===== src/hw/rtl/sip_queue.sv =====
// Small register queue that parts the classifying front from the point back end.
`timescale 1ns / 1ps
`default_nettype none
module sip_queue #(
    parameter int W     = 263,
    parameter int DEPTH = 4
) (
    input  wire logic         i_clk,
    input  wire logic         i_rst_n,
    input  wire logic         i_wr,
    input  wire logic [W-1:0] i_data,
    output logic              o_full,
    input  wire logic         i_rd,
    output logic              o_valid,
    output logic [W-1:0]      o_data
);
    localparam int PB = (DEPTH > 1) ? $clog2(DEPTH) : 1;
    localparam int CB = $clog2(DEPTH + 1);

    logic [W-1:0]  r_mem [DEPTH];
    logic [PB-1:0] r_wr_ptr;
    logic [PB-1:0] r_rd_ptr;
    logic [CB-1:0] r_count;
    logic          wr_go;
    logic          rd_go;

    assign o_full  = (r_count == CB'(DEPTH));
    assign o_valid = (r_count != '0);
    assign o_data  = r_mem[r_rd_ptr];
    assign wr_go   = i_wr && !o_full;
    assign rd_go   = i_rd && o_valid;

    // Store an entry on each write transfer
    always_ff @(posedge i_clk) begin
        if (wr_go) begin
            r_mem[r_wr_ptr] <= i_data;
        end
    end

    // Advance pointers and occupancy
    always_ff @(posedge i_clk) begin
        if (!i_rst_n) begin
            r_wr_ptr <= '0;
            r_rd_ptr <= '0;
            r_count  <= '0;
        end else begin
            if (wr_go) begin
                r_wr_ptr <= (r_wr_ptr == PB'(DEPTH - 1)) ? '0 : r_wr_ptr + 1'b1;
            end
            if (rd_go) begin
                r_rd_ptr <= (r_rd_ptr == PB'(DEPTH - 1)) ? '0 : r_rd_ptr + 1'b1;
            end
            if (wr_go && !rd_go) begin
                r_count <= r_count + 1'b1;
            end else if (rd_go && !wr_go) begin
                r_count <= r_count - 1'b1;
            end
        end
    end
endmodule
`default_nettype wire


===== config.mk =====
export PLATFORM = sky130hd
export DESIGN_NAME = sip_queue
export DESIGN_NICKNAME = d
export VERILOG_FILES = /design/src/hw/rtl/sip_queue.sv
export SDC_FILE = /design/constraint.sdc
export NUM_CORES = 1
export LEC_CHECK = 0
export BUFFER_PORTS_ARGS = -buffer_cell sky130_fd_sc_hd__buf_2
export CAP_MARGIN = 20
export CORE_MARGIN = 1
export CORE_UTILIZATION = 30
export CTS_CLUSTER_DIAMETER = 80
export DETAILED_ROUTE_END_ITERATION = 10
export PLACE_DENSITY = 0.54
export RECOVER_POWER = 100
export SLEW_MARGIN = 20
export SYNTH_ARGS = -nofsm -noshare
export SYNTH_HDL_FRONTEND = slang
export SYNTH_SLANG_ARGS = --single-unit

===== constraint.sdc =====
create_clock -name i_clk -period 9.3 [get_ports i_clk]
set_input_delay 2.325 -clock i_clk [delete_from_list [all_inputs] [get_ports i_clk]]
set_output_delay 2.325 -clock i_clk [all_outputs]
set_load 0.01 [all_outputs]

==> impl_metrics.py, run 1 <==
metrics = {
    "synth": {
        "ys_warn_count": 0,
        "ys.flop_type": "edfxtp_1",
        "synth-seq-area-share_pct": 82.9,
        "synth_nets": 1698,
        "synth_edf_count": 1052,
        "netlist_area_um2": 38300,
        "async_reset_ff_share_pct": 0,
        "postSynthCellCount": 1424,
        "synth-seq-cells": 1061,
        "syn_avg_cell_area_um2": 26.9,
        "synthDistinctLibCells": 23,
    },
    "final_layout": {
        "fillerInstances": 11700,
        "final_cell_mix": "edfxtp_1, clkbuf_1, mux4_2",
        "area_growth_pct": 19.8,
        "final_common_cell": "edfxtp_1",
        "fin_cells": 3768,
        "nNetsFinal": 2298,
        "layout-drive-gt1-share_pct": 20.8,
    },
    "worst_setup_path": {
        "crit_path_end": "r_mem[0][123]",
        "cp.required_ns": 9.53,
        "crit_chain": "buf_2 -> nor2b_1 -> and2_0 -> clkbuf_2",
        "reg2reg_slack_ns": 3.10,
        "path_delay_family": "buffers and inverters",
        "cp.depth": 4,
        "ff2ff_path_depth": 4,
        "end_kind": "register",
        "crit_slowest_cell": "clkbuf_2",
        "path_class": "in2reg",
        "startpoint_type": "primary input",
        "max_stage_delay_ns": 2.69,
        "cp_max_fo": 120,
        "crit_buf_inv": 2,
        "reg2reg_from": "r_count[0]",
        "r2r_end": "r_mem[0][123]",
        "crit_start": "i_wr",
        "critPathArrivalTime_ns": 7.57,
    },
    "cts": {
        "cts_resized": 0,
        "clock-sinks": 1061,
        "clock-root-buffer": "clkbuf_16",
        "htreeDepth": 3,
        "cts_setup_buffers": 0,
        "cts_hold_buf": 0,
        "worstSkewPairLatency_ns": 0.72,
        "clock_path_buffers": 3,
        "cts_tree": "yes",
        "cts_buffers": 111,
        "clk_pin_slew_ns": 0.06,
    },
    "die": {
        "coreArea_um2": 126000,
        "die_w_um": 359,
        "dieHeight_um": 359,
        "rows": 130,
        "start_util_pct": 30.4,
        "ios": 532,
        "die_area_um2": 129000,
    },
    "run_status": {
        "violations": "max-capacitance violations, max-slew violations",
        "status": "complete, but fails checks",
    },
    "grt": {
        "top_usage_layer": "met2",
        "grt_usage_pct": 12.7,
        "use_met2_pct": 20.2,
        "grt_max_degree": 121,
        "antenna_found_initial": 21,
        "use_met1_pct": 15.4,
        "grt_pass1_vias": 18500,
        "use_met3_pct": 5.87,
        "gr-total-overflow": 0,
        "grt_pass1_wl_um": 123000,
    },
    "timing": {
        "setup_tns_ns": 0,
        "period_share_pct": 78.9,
        "fin_worst_skew_ns": 0.0198,
        "grt_setup_unrepaired": "false",
        "worstMarginPinSlew_ns": 3.87,
        "hold_viol": 0,
        "max_freq_mhz": 136,
        "final-setup-viol-count": 0,
        "period_minus_slack_ns": 7.34,
        "maxSlewViolCount": 507,
        "relSlewSlack_pct": -158,
    },
    "place": {
        "io_buffers": 531,
        "hpwl_um": 49500,
        "gp_congestion": 0.748,
        "placedCellCount": 3561,
    },
    "route": {
        "ant_nets": 0,
        "finalWirelength_um": 82700,
        "drt-vias-per-instance": 4.56,
        "drc": 0,
        "drt_first_pass_iters": 7,
        "routedWlPerCell_um": 22.0,
        "vias": 17200,
        "initialDrtViolationCount": 1238,
    },
    "hold_path": {
        "min_from": "r_wr_ptr[1]",
        "holdCritPathClass": "reg2reg",
    },
    "flow_run": {
        "drv_cap": 8,
    },
    "power_and_ir_drop": {
        "leakage_nw": 13.7,
        "powerDensity_nw_per_um2": 282,
        "p_total_w": 0.0129,
        "vdd_drop_max_mv": 0.190,
    },
}
==> worst min path at each step <==
stage	slack, ns	depth (start not counted)	to
5_1_grt	0.54	2	r_wr_ptr[1]
3_5_place_dp	0.51	2	r_wr_ptr[1]
4_1_cts	0.52	2	r_wr_ptr[1]
6_report	0.52	2	r_wr_ptr[1]
2_1_floorplan	0.47	2	r_wr_ptr[1]
3_3_place_gp	0.48	2	r_wr_ptr[1]
==> metal layers <==
| metal | share of wire (%) | vias up |
|---|---|---|
| met2 | 48 | 553 |
| met4 | 2.2 | 38 |
| met3 | 9.9 | 169 |
| met1 | 39 | 9001 |
| li1 | - | 7421 |
| met5 | 0.30 | - |
==> report_power, final <==
group	switching, W	internal (W)
sequential	0.000158	0.00585
clock	0.00180	0.00254
combinational	0.00151	0.00108
total	0.00347	0.00948
==> stage by stage <==
stage	instance area (µm²)	utilization, %	setup WS [ns]	hold WS, ns
after global placement	43000	34.1	4.04	0.477
after global routing	45900	36.4	1.55	0.540
after floorplan	38300	-	2.92	0.468
after CTS	46600	37.0	3.28	0.520
after detailed placement	43000	34.1	4.10	0.512
final	45900	36.4	1.96	0.524
==> worst reg2reg max path, delay by kind of cell (launching register included) <==
family / cells / cell delay [ns]
and+or+nand+nor: 3 / 2.26
DFF: 1 / 0.44
buffers and inverters: 1 / 2.69
==> registers in the layout, indices dropped and copies added (netlist names), named ones only <==
name,flops
r_wr_ptr,2
r_count,3
r_rd_ptr,2
r_mem,1052
==> final cells by class <==
| type | instances | area, µm² | area share (%) |
|---|---|---|---|
| flip-flops and latches | 1061 | 31800 | 69.3 |
| clock buffers | 133 | 2880 | 6.28 |
| repair buffers | 547 | 2230 | 4.87 |
| diodes | 2 | 5.00 | 0.0109 |
| well taps | 1650 | 2060 | 4.50 |
| clock inverters | 72 | 712 | 1.55 |
| multi-input cells | 300 | 6200 | 13.5 |
| inverters | 3 | 11.3 | 0.0245 |
==> cells by family (layout without fill, tap and decap cells) <==
logic type               count (synthesis)  count (layout)  synth area share (%)
flip-flops                            1061            1061                  82.9
other                                    0               2                     0
adder cells (fa/ha/maj)                  7               7                 0.248
AND/OR/NAND/NOR                         20              20                 0.271
buffers and inverters                   63             755                 0.875
XOR/XNOR                                 2               2                0.0457
AO/OA/AOI/OAI                            5               5                0.0784
multiplexers                           266             266                  15.5
==> synthesized netlist by cell type (all sizes together) (2+ instances only) <==
cell,count,share of area (%)
nand3,2,0.026
nand2,6,0.059
or3,2,0.033
mux2i,3,0.078
and2,5,0.082
ha,6,0.20
buf,54,0.79
inv,3,0.029
mux4,263,15
nor2b,2,0.033
o21ai,3,0.039
edfxtp,1052,82
nor2,2,0.020
clkbuf,6,0.059
dfxtp,9,0.47
Power figures use the tool's default switching activity.
==> run 2: changes to the inputs <==
Clock period 9.3 ns to 6.02 ns, I/O delays scaled along.
==> run 2 against run 1 <==
- the run still ends with max-capacitance violations, max-slew violations left
- worst hold slack gained 0.0034 ns
- core utilization grew 0.29 points
- cell count grew 1.2%
- critical path depth shrank 1
- via count grew 1.1%
- die area is the same
- largest cell class unchanged
- highest routed layer unchanged
==> impl_metrics.py, run 2 (same netlist as run 1, synthesis figures left out) <==
metrics = {
    "place": {
        "io_buffers": 531,
        "hpwl_um": 53300,
        "gp_congestion": 0.734,
    },
    "worst_setup_path": {
        "ff2ff_path_depth": 4,
        "max_stage_delay_ns": 1.49,
        "reg2reg_slack_ns": 1.37,
        "crit_slowest_cell": "dfxtp_2",
        "path_delay_family": "flip-flops",
        "path_class": "reg2out",
        "startpoint_type": "register",
        "crit_buf_inv": 2,
        "critPathArrivalTime_ns": 3.50,
        "crit_chain": "buf_12 -> mux4_2 -> clkbuf_1",
        "r2r_end": "r_mem[2][94]",
        "cp_max_fo": 47,
        "reg2reg_from": "r_count[0]",
        "end_kind": "output port",
        "cp.required_ns": 4.51,
    },
    "final_layout": {
        "reg_top3": "r_mem: 1052 flops, r_count: 3 flops",
        "fillerInstances": 11700,
        "nNetsFinal": 2338,
        "final_common_cell": "edfxtp_1",
        "largest_register_ffs": 1052,
        "final_cell_mix": "edfxtp_1, clkbuf_1, mux4_2",
        "seqCellArea_um2": 31800,
        "area_growth_pct": 20.7,
        "multi_input_area_um2": 6200,
        "largest-register": "r_mem",
        "layout-drive-gt1-share_pct": 22.0,
    },
    "cts": {
        "cts_setup_buffers": 0,
        "cts_hold_buf": 0,
        "clock-root-buffer": "clkbuf_16",
        "cts_tree": "yes",
        "clk_pin_slew_ns": 0.06,
        "worstSkewPairLatency_ns": 0.70,
        "htreeDepth": 3,
        "cts_buffers": 113,
        "clock_path_buffers": 3,
        "cts_resized": 0,
        "clock-sinks": 1061,
    },
    "die": {
        "die_w_um": 359,
        "start_util_pct": 30.4,
        "ios": 532,
        "rows": 130,
        "coreArea_um2": 126000,
        "dieHeight_um": 359,
        "die_area_um2": 129000,
    },
    "grt": {
        "grt_pass1_wl_um": 123000,
        "grt_pass1_vias": 18800,
        "gr-total-overflow": 0,
        "antenna_found_initial": 25,
        "grt_usage_pct": 12.9,
        "grt_max_degree": 73,
    },
    "route": {
        "drt_first_pass_iters": 5,
        "drc": 0,
        "initialDrtViolationCount": 1286,
        "ant_nets": 0,
        "routedWlPerCell_um": 22.0,
        "vias": 17400,
        "finalWirelength_um": 83900,
        "drt-vias-per-instance": 4.56,
    },
    "power_and_ir_drop": {
        "powerDensity_nw_per_um2": 435,
        "leakage_nw": 13.9,
        "internal-power_w": 0.0147,
        "switching_share_pct": 26.8,
        "vdd_drop_max_mv": 0.307,
        "p_comb_share_pct": 20.2,
        "p_switching_w": 0.00540,
        "seq_power_share_pct": 46.0,
        "pwr-share-clk_pct": 33.8,
    },
    "timing": {
        "setup_tns_ns": 0,
        "maxSlewViolCount": 209,
        "max_freq_mhz": 200,
        "fin_worst_skew_ns": 0.0198,
        "hold_viol": 0,
        "holdWs_ns": 0.527,
        "period_minus_slack_ns": 5.00,
        "worstMarginPinSlew_ns": 3.14,
        "grt_setup_unrepaired": "false",
        "relSlewSlack_pct": -109,
        "final-setup-viol-count": 0,
        "period_share_pct": 83.1,
    },
    "run_status": {
        "status": "complete, but fails checks",
        "violations": "max-capacitance violations, max-slew violations",
    },
    "hold_path": {
        "worstHoldPathCells": 2,
        "min_from": "r_rd_ptr[1]",
        "holdCritPathClass": "reg2reg",
    },
    "flow_run": {
        "drv_cap": 5,
    },
}
-- run 2: cell types whose count changed in the layout (fill, tap and decap cells not counted), moves of 2 or more --
| cell | previous run | this run |
|---|---|---|
| and2_0 | 5 | 1 |
| and2_1 | 0 | 4 |
| buf_12 | 10 | 14 |
| buf_2 | 11 | 14 |
| buf_4 | 0 | 13 |
| clkbuf_1 | 544 | 556 |
| clkbuf_16 | 112 | 114 |
| clkbuf_2 | 3 | 10 |
| clkinv_2 | 16 | 18 |
| clkinv_8 | 1 | 3 |
-- run 2: power by group through the flow --
stage	sequential (W)	combinational [W]	clock, W
after CTS	0.00927	0.00443	0.00700
after floorplan	0.00935	0.00269	0
after detailed placement	0.00942	0.00441	0
final	0.00926	0.00407	0.00680
after global routing	0.00934	0.00441	0.00726
after global placement	0.00937	0.00439	0
-- run 2: tightest hold or removal path, stage by stage, from the launching register on --
cell     delay [ns]
dfxtp_1        0.31
nand3_1        0.07
o21ai_0        0.09
-- run 2: layer usage --
metal / share of wire (%) / up-vias / global-route usage (%)
li1: - / 7524 / -
met1: 40 / 9069 / 15.5
met2: 49 / 586 / 20.7
met3: 9.4 / 156 / 5.40
met4: 2.2 / 42 / 4.33
met5: 0.32 / - / 0
-- run 2: stage by stage --
step	setup WS, ns	utilization, %	area, µm²	total power, W	std cells
global placement	2.15	34.4	43300	0.0138	3599
floorplan	0.455	-	38300	0.0120	1424
finish	1.02	36.7	46200	0.0201	3812
detailed placement	2.09	34.4	43300	0.0138	3599
global route	0.659	36.7	46200	0.0210	3812
CTS	1.34	37.3	47000	0.0207	3810
-- run 2: worst max-delay path by stage --
stage / slack, ns / endpoint / cells past startpoint / start
4_1_cts: 1.34 / o_data[144] / 3 / register
3_5_place_dp: 2.09 / r_mem[3][115] / 4 / i_wr
6_report: 1.02 / o_data[144] / 3 / register
2_1_floorplan: 0.46 / r_mem[0][0] / 3 / i_wr
3_3_place_gp: 2.15 / r_mem[3][94] / 4 / i_wr
5_1_grt: 0.66 / r_mem[2][66] / 4 / i_wr
-- run 2: cell type report --
type                       instances  area share, %
antenna                            2         0.0108
clock buffer                     136           6.35
clock inverter                    75           1.62
inverter                           3         0.0244
multi-input combinational        300           13.4
sequential                      1061           68.7
tap                             1650           4.46
timing repair buffer             585           5.41
